**config.mk**
```make
export PLATFORM = sky130hd
export DESIGN_NAME = ascii_to_hid_keystroke_core
export DESIGN_NICKNAME = d
export VERILOG_FILES = /design/src/sv/a2hid_pkg.sv /design/src/sv/a2hid_front.sv /design/src/sv/a2hid_queue.sv /design/src/sv/a2hid_back.sv /design/src/sv/ascii_to_hid_keystroke_core.sv
export SDC_FILE = /design/constraint.sdc
export NUM_CORES = 1
export LEC_CHECK = 0
export BUFFER_PORTS_ARGS = -buffer_cell sky130_fd_sc_hd__buf_2
export CORE_MARGIN = 5
export CORE_UTILIZATION = 38
export CTS_BUF_LIST = sky130_fd_sc_hd__clkbuf_4 sky130_fd_sc_hd__clkbuf_8
export DETAILED_ROUTE_END_ITERATION = 7
export PLACE_DENSITY = 0.6
export SLEW_MARGIN = 30
export SYNTH_ARGS = -nofsm -noshare
export SYNTH_HDL_FRONTEND = slang
export SYNTH_SLANG_ARGS = --single-unit
```
**constraint.sdc**
```tcl
create_clock -name i_clk -period 5.1 [get_ports i_clk]
set_input_delay 0.51 -clock i_clk [delete_from_list [all_inputs] [get_ports i_clk]]
set_output_delay 0.51 -clock i_clk [all_outputs]
set_load 0.01 [all_outputs]
```
**src/sv/a2hid_pkg.sv**
```systemverilog
`timescale 1ns / 1ps
`default_nettype none

package a2hid_pkg;

    localparam int unsigned C_QUEUE_DEPTH = 2;
    localparam logic [7:0]  C_SHIFT_MOD   = 8'h02;
    localparam logic [7:0]  C_NO_MOD      = 8'h00;
    localparam logic [6:0]  C_NO_KEY      = 7'd0;

    typedef enum logic {
        OP_TYPE = 1'b0,
        OP_LED  = 1'b1
    } t_op;

    // One press report waiting for the back end.
    typedef struct packed {
        logic [7:0] modifier;
        logic [6:0] keycode;
    } t_press;

    // Classification of one character before caps lock is applied.
    typedef struct packed {
        logic       letter;
        logic       shift;
        logic [6:0] keycode;
    } t_class;

    // Queue status seen by the front and back ends.
    typedef struct packed {
        logic full;
        logic empty;
    } t_qstat;

    function automatic t_class a2hid_classify(input logic [6:0] ch);
        t_class c;
        c.letter  = 1'b0;
        c.shift   = 1'b0;
        c.keycode = C_NO_KEY;
        priority if (ch >= 7'h41 && ch <= 7'h5A) begin
            c.letter  = 1'b1;
            c.shift   = 1'b1;
            c.keycode = 7'd4 + (ch - 7'h41);
        end else if (ch >= 7'h61 && ch <= 7'h7A) begin
            c.letter  = 1'b1;
            c.keycode = 7'd4 + (ch - 7'h61);
        end else if (ch == 7'h30) begin
            c.keycode = 7'd39;
        end else if (ch >= 7'h31 && ch <= 7'h39) begin
            c.keycode = 7'd30 + (ch - 7'h31);
        end else begin
            unique case (ch)
                7'h21: begin c.shift = 1'b1; c.keycode = 7'd30;  end // !
                7'h40: begin c.shift = 1'b1; c.keycode = 7'd31;  end // @
                7'h23: begin c.shift = 1'b1; c.keycode = 7'd32;  end // #
                7'h24: begin c.shift = 1'b1; c.keycode = 7'd33;  end // $
                7'h25: begin c.shift = 1'b1; c.keycode = 7'd34;  end // %
                7'h5E: begin c.shift = 1'b1; c.keycode = 7'd35;  end // ^
                7'h26: begin c.shift = 1'b1; c.keycode = 7'd36;  end // &
                7'h2A: begin c.shift = 1'b1; c.keycode = 7'd37;  end // *
                7'h28: begin c.shift = 1'b1; c.keycode = 7'd38;  end // (
                7'h29: begin c.shift = 1'b1; c.keycode = 7'h27;  end // )
                7'h7E: begin c.shift = 1'b1; c.keycode = 7'h35;  end // ~
                7'h60: begin                 c.keycode = 7'h35;  end // `
                7'h5F: begin c.shift = 1'b1; c.keycode = 7'h2D;  end // _
                7'h2D: begin                 c.keycode = 7'h2D;  end // -
                7'h2B: begin c.shift = 1'b1; c.keycode = 7'h2E;  end // +
                7'h3D: begin                 c.keycode = 7'h2E;  end // =
                7'h7B: begin c.shift = 1'b1; c.keycode = 7'h2F;  end // {
                7'h5B: begin                 c.keycode = 7'h2F;  end // [
                7'h7D: begin c.shift = 1'b1; c.keycode = 7'h30;  end // }
                7'h5D: begin                 c.keycode = 7'h30;  end // ]
                7'h7C: begin c.shift = 1'b1; c.keycode = 7'h31;  end // |
                7'h5C: begin                 c.keycode = 7'h31;  end // backslash
                7'h3A: begin c.shift = 1'b1; c.keycode = 7'h33;  end // :
                7'h3B: begin                 c.keycode = 7'h33;  end // ;
                7'h22: begin c.shift = 1'b1; c.keycode = 7'h34;  end // double quote
                7'h27: begin                 c.keycode = 7'h34;  end // quote
                7'h3C: begin c.shift = 1'b1; c.keycode = 7'h36;  end // <
                7'h2C: begin                 c.keycode = 7'h36;  end // ,
                7'h3E: begin c.shift = 1'b1; c.keycode = 7'h37;  end // >
                7'h2E: begin                 c.keycode = 7'h37;  end // .
                7'h3F: begin c.shift = 1'b1; c.keycode = 7'h38;  end // ?
                7'h2F: begin                 c.keycode = 7'h38;  end // /
                7'h20: begin                 c.keycode = 7'h2C;  end // space
                7'h09: begin                 c.keycode = 7'h2B;  end // tab
                7'h0A: begin                 c.keycode = 7'h28;  end // newline
                default: begin               c.keycode = C_NO_KEY; end
            endcase
        end
        return c;
    endfunction

endpackage

`default_nettype wire

```
**src/sv/a2hid_front.sv**
```systemverilog
`timescale 1ns / 1ps
`default_nettype none

module a2hid_front (
    input  wire logic                i_clk,
    input  wire logic                i_rst_n,
    input  wire logic                i_valid,
    output logic                     o_ready,
    input  wire logic                i_operation,
    input  wire logic [6:0]          i_char_code,
    input  wire logic [7:0]          i_led_bits,
    input  wire a2hid_pkg::t_qstat   i_qstat,
    output logic                     o_push,
    output a2hid_pkg::t_press        o_press
);

    logic              r_caps_lock;
    logic              n_caps_lock;
    logic              w_accept;
    a2hid_pkg::t_class w_class;

    assign o_ready  = !i_qstat.full;
    assign w_accept = i_valid && o_ready;
    assign w_class  = a2hid_pkg::a2hid_classify(i_char_code);

    // Letters flip shift while caps lock is on so the host sees the intended case.
    always_comb begin
        o_press.keycode  = w_class.keycode;
        o_press.modifier = (w_class.shift ^ (w_class.letter & r_caps_lock))
                         ? a2hid_pkg::C_SHIFT_MOD : a2hid_pkg::C_NO_MOD;
        o_push = w_accept && (a2hid_pkg::t_op'(i_operation) == a2hid_pkg::OP_TYPE);
    end

    always_comb begin
        n_caps_lock = r_caps_lock;
        if (w_accept && (a2hid_pkg::t_op'(i_operation) == a2hid_pkg::OP_LED)) begin
            n_caps_lock = i_led_bits[1];
        end
    end

    always_ff @(posedge i_clk) begin
        if (!i_rst_n) begin
            r_caps_lock <= 1'b0;
        end else begin
            r_caps_lock <= n_caps_lock;
        end
    end

endmodule

`default_nettype wire

```
**src/sv/a2hid_queue.sv**
```systemverilog
`timescale 1ns / 1ps
`default_nettype none

module a2hid_queue #(
    parameter int unsigned DEPTH = a2hid_pkg::C_QUEUE_DEPTH
) (
    input  wire logic                i_clk,
    input  wire logic                i_rst_n,
    input  wire logic                i_push,
    input  wire a2hid_pkg::t_press   i_data,
    input  wire logic                i_pop,
    output a2hid_pkg::t_press        o_data,
    output a2hid_pkg::t_qstat        o_qstat
);

    localparam int unsigned PW = (DEPTH > 1) ? $clog2(DEPTH) : 1;
    localparam int unsigned CW = $clog2(DEPTH + 1);

    a2hid_pkg::t_press r_mem [DEPTH];
    logic [PW-1:0]     r_wptr;
    logic [PW-1:0]     r_rptr;
    logic [CW-1:0]     r_count;
    logic [PW-1:0]     n_wptr;
    logic [PW-1:0]     n_rptr;
    logic [CW-1:0]     n_count;
    logic              w_push;
    logic              w_pop;

    assign o_qstat.full  = (r_count == CW'(DEPTH));
    assign o_qstat.empty = (r_count == '0);
    assign o_data        = r_mem[r_rptr];

    assign w_push = i_push && !o_qstat.full;
    assign w_pop  = i_pop && !o_qstat.empty;

    always_comb begin
        n_wptr  = r_wptr;
        n_rptr  = r_rptr;
        n_count = r_count;
        if (w_push) begin
            n_wptr = (r_wptr == PW'(DEPTH - 1)) ? '0 : r_wptr + 1'b1;
        end
        if (w_pop) begin
            n_rptr = (r_rptr == PW'(DEPTH - 1)) ? '0 : r_rptr + 1'b1;
        end
        unique case ({w_push, w_pop})
            2'b10:   n_count = r_count + 1'b1;
            2'b01:   n_count = r_count - 1'b1;
            default: n_count = r_count;
        endcase
    end

    always_ff @(posedge i_clk) begin
        if (w_push) begin
            r_mem[r_wptr] <= i_data;
        end
    end

    always_ff @(posedge i_clk) begin
        if (!i_rst_n) begin
            r_wptr  <= '0;
            r_rptr  <= '0;
            r_count <= '0;
        end else begin
            r_wptr  <= n_wptr;
            r_rptr  <= n_rptr;
            r_count <= n_count;
        end
    end

endmodule

`default_nettype wire

```
**src/sv/a2hid_back.sv**
```systemverilog
`timescale 1ns / 1ps
`default_nettype none

module a2hid_back (
    input  wire logic                i_clk,
    input  wire logic                i_rst_n,
    input  wire a2hid_pkg::t_qstat   i_qstat,
    input  wire a2hid_pkg::t_press   i_press,
    output logic                     o_pop,
    output logic                     o_valid,
    input  wire logic                i_ready,
    output logic [7:0]               o_modifier,
    output logic [6:0]               o_keycode,
    output logic                     o_last
);

    logic       r_valid;
    logic       r_last;
    logic [7:0] r_modifier;
    logic [6:0] r_keycode;
    logic       n_valid;
    logic       n_last;
    logic [7:0] n_modifier;
    logic [6:0] n_keycode;
    logic       w_advance;
    logic       w_release;

    assign w_advance = !r_valid || i_ready;
    // A press just left (or is leaving) the register: the release goes next.
    assign w_release = r_valid && !r_last;
    assign o_pop     = w_advance && !w_release && !i_qstat.empty;

    always_comb begin
        n_valid    = r_valid;
        n_last     = r_last;
        n_modifier = r_modifier;
        n_keycode  = r_keycode;
        if (w_advance) begin
            priority if (w_release) begin
                n_valid    = 1'b1;
                n_last     = 1'b1;
                n_modifier = a2hid_pkg::C_NO_MOD;
                n_keycode  = a2hid_pkg::C_NO_KEY;
            end else if (!i_qstat.empty) begin
                n_valid    = 1'b1;
                n_last     = 1'b0;
                n_modifier = i_press.modifier;
                n_keycode  = i_press.keycode;
            end else begin
                n_valid    = 1'b0;
            end
        end
    end

    always_ff @(posedge i_clk) begin
        if (!i_rst_n) begin
            r_valid <= 1'b0;
            r_last  <= 1'b1;
        end else begin
            r_valid <= n_valid;
            r_last  <= n_last;
        end
    end

    always_ff @(posedge i_clk) begin
        r_modifier <= n_modifier;
        r_keycode  <= n_keycode;
    end

    assign o_valid    = r_valid;
    assign o_last     = r_last;
    assign o_modifier = r_modifier;
    assign o_keycode  = r_keycode;

endmodule

`default_nettype wire

```
**src/sv/ascii_to_hid_keystroke_core.sv**
```systemverilog
`timescale 1ns / 1ps
`default_nettype none

// Converts 7-bit ASCII characters into USB HID boot-keyboard reports. A type
// transaction yields a press report (left shift 0x02 when needed, usage code)
// and then an all-zero release report with o_last set; an LED transaction
// stores caps lock from bit 1 of i_led_bits and yields nothing. The input side
// takes one transaction per cycle while the press queue (QUEUE_DEPTH entries)
// has room; the output register sends each character as a press and then a
// release, and holds a report while i_ready is low. A character's press
// passes through the press queue and then the output register on its way to
// the output. Caps lock changes apply to characters accepted after the LED
// transaction.
module ascii_to_hid_keystroke_core #(
    parameter int unsigned QUEUE_DEPTH = a2hid_pkg::C_QUEUE_DEPTH
) (
    input  wire logic       i_clk,
    input  wire logic       i_rst_n,
    input  wire logic       i_valid,
    output logic            o_ready,
    input  wire logic       i_operation,
    input  wire logic [6:0] i_char_code,
    input  wire logic [7:0] i_led_bits,
    output logic            o_valid,
    input  wire logic       i_ready,
    output logic [7:0]      o_modifier,
    output logic [6:0]      o_keycode,
    output logic            o_last
);

    a2hid_pkg::t_qstat w_qstat;
    a2hid_pkg::t_press w_push_data;
    a2hid_pkg::t_press w_pop_data;
    logic              w_push;
    logic              w_pop;

    a2hid_front u_front (
        .i_clk       (i_clk),
        .i_rst_n     (i_rst_n),
        .i_valid     (i_valid),
        .o_ready     (o_ready),
        .i_operation (i_operation),
        .i_char_code (i_char_code),
        .i_led_bits  (i_led_bits),
        .i_qstat     (w_qstat),
        .o_push      (w_push),
        .o_press     (w_push_data)
    );

    a2hid_queue #(
        .DEPTH (QUEUE_DEPTH)
    ) u_queue (
        .i_clk   (i_clk),
        .i_rst_n (i_rst_n),
        .i_push  (w_push),
        .i_data  (w_push_data),
        .i_pop   (w_pop),
        .o_data  (w_pop_data),
        .o_qstat (w_qstat)
    );

    a2hid_back u_back (
        .i_clk      (i_clk),
        .i_rst_n    (i_rst_n),
        .i_qstat    (w_qstat),
        .i_press    (w_pop_data),
        .o_pop      (w_pop),
        .o_valid    (o_valid),
        .i_ready    (i_ready),
        .o_modifier (o_modifier),
        .o_keycode  (o_keycode),
        .o_last     (o_last)
    );

endmodule

`default_nettype wire

```
# Word level (Yosys, flattened, before mapping)
# Memory sizes are Yosys's and may differ from the RTL's. A register that Yosys moved wholly into a read port is not among the register bits.
# Cells that the tools add are included.
[op_classes] magnitude_cmp=6 eq_ne=40 muxes=21 n_bitwise=3 addsub=10 n_reduce_logical=32
[ops] op="7-bit by 6-bit == test with 1-bit output, second input constant" n=23
[ops] op="6-bit one-hot mux with 24 select lines" n=1
[ops] op="7-bit == test, second input constant" n=11
[ops] op="2-bit OR reduction" n=11
[ops] op="7-bit 2-to-1 mux" n=3
[ops] op="21-bit OR reduction" n=1
[ops] op="3-bit by 7-bit adder with 7-bit output, first input constant" n=2
[ops] op="7-bit by 4-bit == test with 1-bit output, second input constant" n=2
[ops] op="7-bit greater-or-equal comparator, second input constant" n=2
[ops] op="7-bit <= comparator, second input constant" n=2
[ops] op="7-bit subtractor, second input constant" n=2
[ops] op="1-bit 2-to-1 mux" n=13
[ops] op="1-bit logical AND" n=11
[ops] op="9-bit 2-to-1 mux" n=1
[ops] op="8-bit 2-to-1 mux" n=1
[ops] op="5-bit by 7-bit adder with 7-bit output, first input constant" n=1
[ops] op="7-bit by 6-bit greater-or-equal comparator with 1-bit output, second input constant" n=1
[ops] op="7-bit by 6-bit <= comparator with 1-bit output, second input constant" n=1
[ops] op="7-bit by 6-bit subtractor with 7-bit output, second input constant" n=1
[ops] op="1-bit zero test" n=5
[ops] op="2-bit == test, second input constant" n=2
[ops] op="2-bit one-hot mux with 2 select lines" n=1
[ops] op="1-bit adder, second input constant" n=2
[ops] op="2-bit by 1-bit adder with 2-bit output, second input constant" n=1
[ops] op="11 further kinds" n=11
[word_totals] out_inout_bits=18 memories=1 inputBits=20 ff_bits=15 mem_bits_rw=18 elab_cells=120
[memory_table] name="u_queue.r_mem" words=2 word_bits=9 rd=1 rd_ports_with_merged_regs=1 wr=1 line_no="a2hid_queue.sv:19" source="a2hid_pkg::t_press r_mem [DEPTH];"

# Longest topological paths before layout
# Gate-level depths: netlist of run 1.
[logic_depth] word_depth=10 ltp_mapped=9 depth_no_buf=8

# By module
# Synthesis of run 1 repeated with hierarchy kept, for this count alone.
[hier_totals] hier_cells=295 area_unflattened_um2=3253.1
[modules_own_cells] mod="a2hid_queue" seq_area_each_um2=1001.0 instances=1 area_per_inst_um2=1317.5 cells_per_inst=73
[modules_own_cells] mod="a2hid_front" seq_area_each_um2=20.0 instances=1 area_per_inst_um2=1243.7 cells_per_inst=179
[modules_own_cells] mod="a2hid_back" seq_area_each_um2=490.5 instances=1 area_per_inst_um2=691.9 cells_per_inst=43

# Worst setup path before layout of run 1
# Ideal clock, no wire load.
[synth_path] path_type="input-to-reg" startpoint="input i_char_code[0]" endpoint="memory u_queue.r_mem[0][8] (netlist bit) (data pin)" required_time_ns=4.842 setup_time_ns=0.258 arrival_ns=2.086 n_path_buf=1 stages=8 path_slack_ns=2.756 cell_sequence="inv_1 ha_1 clkbuf_1 nand2b_1 a21oi_1 nor4_1 nor3_1 a31o_2"
[synth_lines] item="start: declaration" line_no="ascii_to_hid_keystroke_core.sv:22" source="input wire logic [6:0] i_char_code,"
[synth_lines] item="end: declaration" line_no="a2hid_queue.sv:19"

==> summary.md, run 1 <==
| Metric | Value |
|---|---|
| Die Y | 88.0 um |
| Inserted Clock Buffers | 5 |
| Post-CTS setup buffers | 0 |
| DRC errors left | 0 |
| Fill count | 592 |
| Maximum operating frequency | 363 MHz |
| Top cell type's share of synthesized area | 0.312 |
| CP Data Required Time | 5.07 ns |
| Via count | 1,982 |
| Hpwl dp | 3700 um |
| RSZ-0062 raised after global routing | false |
| DRT iter0 DRCs | 160 |
| Reg clk slew, reported paths | 0.06 ns |
| Ys flop type | edfxtp_1 |
| Cells after Synth | 257 |
| Vias per std cell | 5.73 |
| Grt ovf | 0 |
| Post-cts gate resize count | 0 |
| Ranking of synthesized cells by area | edfxtp_1, dfxtp_1, nor2_1 |
| Synthesized flop and latch total | 31 |
| Post-synth cell types | 62 |
| Final hold violation count | 0 |
| Critical Path Sink Type | flip-flop |
| EDFF count, synth | 24 |
| CP max FO | 10 |
| Area of the die | 7740 sq um |
| Pwr Total | 924 uW |
| IO buf count | 23 |
| Layout Nets | 296 |
| Ys async rst share | 0 |
| Synth warn | 0 |
| Tmin final | 2.76 ns |
| Placeable Area | 5920 sq um |
| Reg-to-reg slack, setup | 3.07 ns |
| Crit share post-route | 0.540 |
| TritonRoute pass-1 iters | 5 |
| Routability cong. | 0.855 |
| Synth area leader | edfxtp_1 |
| Sequential area share after synthesis | 0.372 |
| Final wirelength | 5180 um |
| Worst Path Arrival | 2.72 ns |
| Commonest non-fill, non-tap cells in the layout | nor2_1, edfxtp_1, buf_2 |
| Clk_skew | 0.00974 ns |
| Cell count after placement | 338 |
| CTS Hold Bufs | 0 |
| Final Core Density | 0.427 |
| Root Buffer | clkbuf_8 |
| N_diodes | 0 |
| H-tree depth | 2 |
| I/O pin total | 38 |
| Largest net degree at the start of global routing | 31 |
| Layout cell share with drive strength beyond 1 | 0.148 |
| Max-cap viol count | 0 |
| Average size of a mapped cell | 8.99 sq um |
| Tightest Pin Transition | 0.773 ns |
| Setup TNS | 0 ns |
| Worst Hold Class | primary input to flip-flop |
| Post-route ant nets | 0 |
| Status | complete, no violations |
| Vias in the first global route | 1,783 |
| Mapped Area | 2310 sq um |
| Initial antenna violation count | 0 |
| Rows | 28 |
| Synthesis-to-layout area growth | 9.31% |
| Most common cell after layout, fill and taps aside | nor2_1 |
| CTS tree | built |
| Final setup vio count | 0 |
| Static leakage | 0.000937 uW |
| Total GRT Usage | 0.139 |
| Pwr per Cell Area | 366 nW/um^2 |
| First-pass GRT wire length | 8460 um |
| Final std cells w/o fill | 346 |
| Clock buffer depth | 2 |
| Maximum vdd drop | 0.217 mV |
| Pins Over Slew Limit | 0 |
| Horiz. Die Dim | 88.0 um |
| Clock sinks | 31 |
| Worst Setup Start Kind | primary input |
| Wire per inst | 15.0 um |
| Slew margin rel. | 0.485 |
| Kind of critical path | primary input to flip-flop |
| Initial core utilization | 0.390 |
| Clk_lat worst skew | 0.28 ns |
-- synth_stat cells, types with 2 or more instances --
cell type / n
buf_2: 9
a32o_1: 3
buf_4: 7
a21boi_0: 3
a22oi_1: 2
nor2_1: 28
xnor2_1: 8
nor4_1: 7
inv_1: 10
nand2b_1: 4
ha_1: 6
nand3_1: 6
nor3_1: 9
edfxtp_1: 24
o2bb2ai_1: 2
nand4_1: 4
o31ai_1: 4
a21oi_1: 10
or3_1: 4
mux2i_1: 9
a31oi_1: 2
nand2_1: 11
o21ai_0: 9
nand3b_1: 5
clkbuf_1: 9
and3_1: 2
and2_1: 4
nor2b_1: 4
or3b_2: 2
xor2_1: 5
dfxtp_1: 7
o22ai_1: 2
a211oi_1: 7
-- path summary, 6_finish.rpt --
path / from / depth (start not counted) / to
hold reg to reg: u_back.o_valid / 2 / u_back.o_last
setup reg to reg: u_back.o_valid / 3 / u_back.o_modifier[1]
setup / recovery: i_char_code[0] / 8 / u_queue.r_mem[1][2]
hold / removal: i_rst_n / 2 / u_back.o_last
-- flip-flops by register name, summed over array words and instances, names as in the netlist --
name,cells
u_back.o_keycode,7
u_queue.r_mem,16
u_queue.r_rptr,1
u_back.o_valid,1
u_back.o_modifier,1
u_queue.r_count,2
u_queue.r_wptr,1
u_front.r_caps_lock,1
u_back.o_last,1
-- cell type report --
class                      count  area, sq um  share of cell area
sequential                    31          861               0.341
inverter                      10         37.5              0.0149
multi-input combinational    199         1310               0.519
tap                           75         93.8              0.0371
clock buffer                   5         68.8              0.0272
timing repair buffer          23          115              0.0456
clock inverter                 3         38.8              0.0154
-- power by group --
group / switching (uW) / internal, uW
clock network: 84.4 / 143
logic: 172 / 126
registers: 38.9 / 360
-- through the flow --
stage	hold slack [ns]	setup WS, ns	cell area, sq um
after floorplan	0.502	2.76	2340
after global routing	0.476	2.23	2530
after detailed placement	0.510	2.11	2420
final	0.469	2.34	2530
after global placement	0.505	2.08	2420
after CTS	0.464	2.40	2530
-- worst max-delay path, cell delays in order --
cell,delay (ns)
buf_2,0.17
inv_1,0.10
ha_1,0.36
nand2b_1,0.21
a21oi_1,0.32
a211oi_1,0.21
nor3_1,0.58
a41oi_1,0.27
-- layer usage --
layer,wire length (um),track usage,vias up
met5,0,0,-
met2,2410,0.220,88
li1,-,-,972
met1,2260,0.186,916
met4,83,0.0572,0
met3,429,0.0245,6
-- logic make-up after synthesis --
family / count (synthesis) / share of synthesized area
AO/OA/AOI/OAI: 61 / 0.190
adder cells (fa/ha/maj): 6 / 0.0325
AND/OR/NAND/NOR: 100 / 0.238
flip-flops: 31 / 0.372
buffers and inverters: 35 / 0.0731
multiplexers: 10 / 0.0439
other: 1 / 0.00162
XOR/XNOR: 13 / 0.0493
No activity file was read; power rests on OpenSTA's default activity.
==> run 2, diff against run 1 <==
--- a/config.mk
+++ b/config.mk
@@ -10,7 +10,7 @@
 export CORE_UTILIZATION = 38
 export CTS_BUF_LIST = sky130_fd_sc_hd__clkbuf_4 sky130_fd_sc_hd__clkbuf_8
 export DETAILED_ROUTE_END_ITERATION = 7
-export PLACE_DENSITY = 0.6
+export PLACE_DENSITY = 0.62
 export SLEW_MARGIN = 30
 export SYNTH_ARGS = -nofsm -noshare
 export SYNTH_HDL_FRONTEND = slang
==> constraint.sdc (replaced) <==
create_clock -name i_clk -period 2.5 [get_ports i_clk]
set_input_delay 0.25 -clock i_clk [delete_from_list [all_inputs] [get_ports i_clk]]
set_output_delay 0.25 -clock i_clk [all_outputs]
set_load 0.01 [all_outputs]
==> run 2 against run 1 <==
Via count up 2.5%. Total power up 110%. Core utilization up 2.4 points. Sequential share of layout area down 1.8 points. Register-to-register slack worse by 2.4 ns. First-iteration DRC count down 45%.
==> summary.md, run 2 (synthesis gave the netlist of run 1 again) <==
| Metric | Value |
|---|---|
| Status | complete, no violations |
| Clk_skew | 0.00630 ns (-0.00344 ns) |
| Worst Setup Start Kind | primary input |
| RSZ-0062 raised after global routing | false |
| Buf/Inv on CP | 2 (unchanged) |
| Multi-input logic area | 1310 sq um (unchanged) |
| Vias per std cell | 5.56 (-2.9%) |
| CTS tree | built |
| Inserted Clock Buffers | 5 (unchanged) |
| Pwr Total | 1910 uW (+110%) |
| Sequential Area | 861 sq um (unchanged) |
| Wire per inst | 15.0 um (+0.34%) |
| Slew margin rel. | 0.528 (+0.0437) |
| Largest net degree at the start of global routing | 30 (-3.2%) |
| Routability cong. | 0.925 (+8.1%) |
| Worst Hold Class | primary input to flip-flop |
| Internal power | 1310 uW (+110%) |
| Initial core utilization | 0.390 (unchanged) |
| Post-CTS setup buffers | 0 (unchanged) |
| Crit-path max cell delay | 0.35 ns (-0.23 ns) |
| First-pass GRT wire length | 8820 um (+4.2%) |
| Area of the die | 7740 sq um (unchanged) |
| Reg clk slew, reported paths | 0.06 ns (about the same) |
| Tightest Pin Transition | 0.708 ns (-0.0655 ns) |
| Via count | 2,031 (+2.5%) |
| Max-cap viol count | 0 (unchanged) |
| IO buf count | 23 (unchanged) |
| Biggest register | u_queue.r_mem |
| Logic gate share of total power | 0.332 (+0.010) |
| Synthesis-to-layout area growth | 15.5% |
| CTS Hold Bufs | 0 (unchanged) |
| Fill count | 584 (-1.4%) |
| Commonest non-fill, non-tap cells in the layout | nor2_1, edfxtp_1, buf_2 |
| Root Buffer | clkbuf_8 |
| Worst Path Arrival | 2.08 ns (-0.64 ns) |
| Layout cell share with drive strength beyond 1 | 0.203 (+0.0558) |
| Most common cell after layout, fill and taps aside | nor2_1 |
| H-tree depth | 2 (unchanged) |
| Post-cts gate resize count | 0 (unchanged) |
| Fin area | 2670 sq um (+5.6%) |
| TritonRoute pass-1 iters | 4 (-1) |
| Power share of the clock group | 0.241 (-0.005) |
| Horiz. Die Dim | 88.0 um (unchanged) |
| Grt ovf | 0 (unchanged) |
| Pwr per Cell Area | 715 nW/um^2 (+96%) |
| Final hold violation count | 0 (unchanged) |
| Total GRT Usage | 0.145 (+0.00677) |
| NetSw | 604 uW (+100%) |
| Clock sinks | 31 (unchanged) |
| Vias in the first global route | 1,876 (+5.2%) |
| CP delay by family, top | compound AO/OA/AOI/OAI gates |
| Reg power frac | 0.427 (-0.005) |
| Placed inst area | 2560 sq um (+5.9%) |
| CP Data Required Time | 2.52 ns (-2.55 ns) |
| CP max FO | 10 (unchanged) |
| Net Sw Frac | 0.316 (-0.00366) |
| Final wirelength | 5480 um (+5.8%) |
| Max reg flops | 16 (unchanged) |
| Kind of critical path | primary input to flip-flop |
| Crit share post-route | 0.823 |
| Placeable Area | 5920 sq um (unchanged) |
| Worst-path cell chain | buf_2, inv_1, ha_1, nand3b_1, a21boi_0, a311o_1, or3_1, a32o_1 |
| Initial antenna violation count | 0 (unchanged) |
| Final setup vio count | 0 (unchanged) |
| DRC errors left | 0 (unchanged) |
| Rows | 28 (unchanged) |
| Tmin final | 2.06 ns |
| Layout Nets | 315 (+6.4%) |
| Clk_lat worst skew | 0.27 ns (about the same) |
| Post-route ant nets | 0 (unchanged) |
| Static leakage | 0.00103 uW (+10%) |
| I/O pin total | 38 (unchanged) |
| Maximum vdd drop | 0.514 mV (+140%) |
| Maximum operating frequency | 486 MHz |
| Critical Path Sink Type | flip-flop |
| Clock buffer depth | 2 (unchanged) |
| Pins Over Slew Limit | 0 (unchanged) |
| DRT iter0 DRCs | 88 (-45%) |
| N_diodes | 0 (unchanged) |
| Setup TNS | 0 ns (unchanged) |
| Cell at the slowest stage of the critical path | a311o_1 |
| Die Y | 88.0 um (unchanged) |
| Hpwl dp | 4040 um (+9.4%) |
## run 2: final timing paths
path,start,end,slack (ns),cells after the start
setup / recovery,i_char_code[1],u_queue.r_mem[1][3],0.44,8
hold / removal,i_rst_n,u_back.o_last,0.21,2
setup reg to reg,u_queue.r_count[0],u_queue.r_count[1],0.63,7
hold reg to reg,u_back.o_valid,u_back.o_last,0.52,2
## run 2: metal layers
| layer | vias up | share of wire | global-route usage |
|---|---|---|---|
| li1 | 1008 | - | - |
| met2 | 72 | 0.47 | 0.232 |
| met4 | 0 | 0.015 | 0.0656 |
| met3 | 8 | 0.067 | 0.0339 |
| met5 | - | 0 | 0 |
| met1 | 943 | 0.45 | 0.187 |
## run 2: power by group through the flow
stage | sequential, uW | combinational, uW | clock, uW
floorplan | 840 | 425 | 0
global placement | 824 | 627 | 0
detailed placement | 829 | 639 | 0
CTS | 819 | 640 | 474
global route | 834 | 710 | 497
finish | 815 | 633 | 460
## run 2: layout make-up
type,instances,share of cell area
Multi-Input combinational cell,199,0.491
Sequential cell,31,0.323
Timing Repair Buffer,42,0.0966
Tap cell,75,0.0352
Clock buffer,5,0.0258
Clock inverter,3,0.0145
Inverter,10,0.0141
## run 2: through the flow
| stage | setup WS, ns | util | hold WS, ns | std cells |
|---|---|---|---|---|
| floorplan | 0.416 | - | 0.322 | 265 |
| global route | 0.288 | 0.451 | 0.237 | 365 |
| global placement | 0.190 | 0.433 | 0.494 | 357 |
| finish | 0.441 | 0.451 | 0.215 | 365 |
| CTS | 0.463 | 0.451 | 0.205 | 365 |
| detailed placement | 0.175 | 0.433 | 0.496 | 357 |
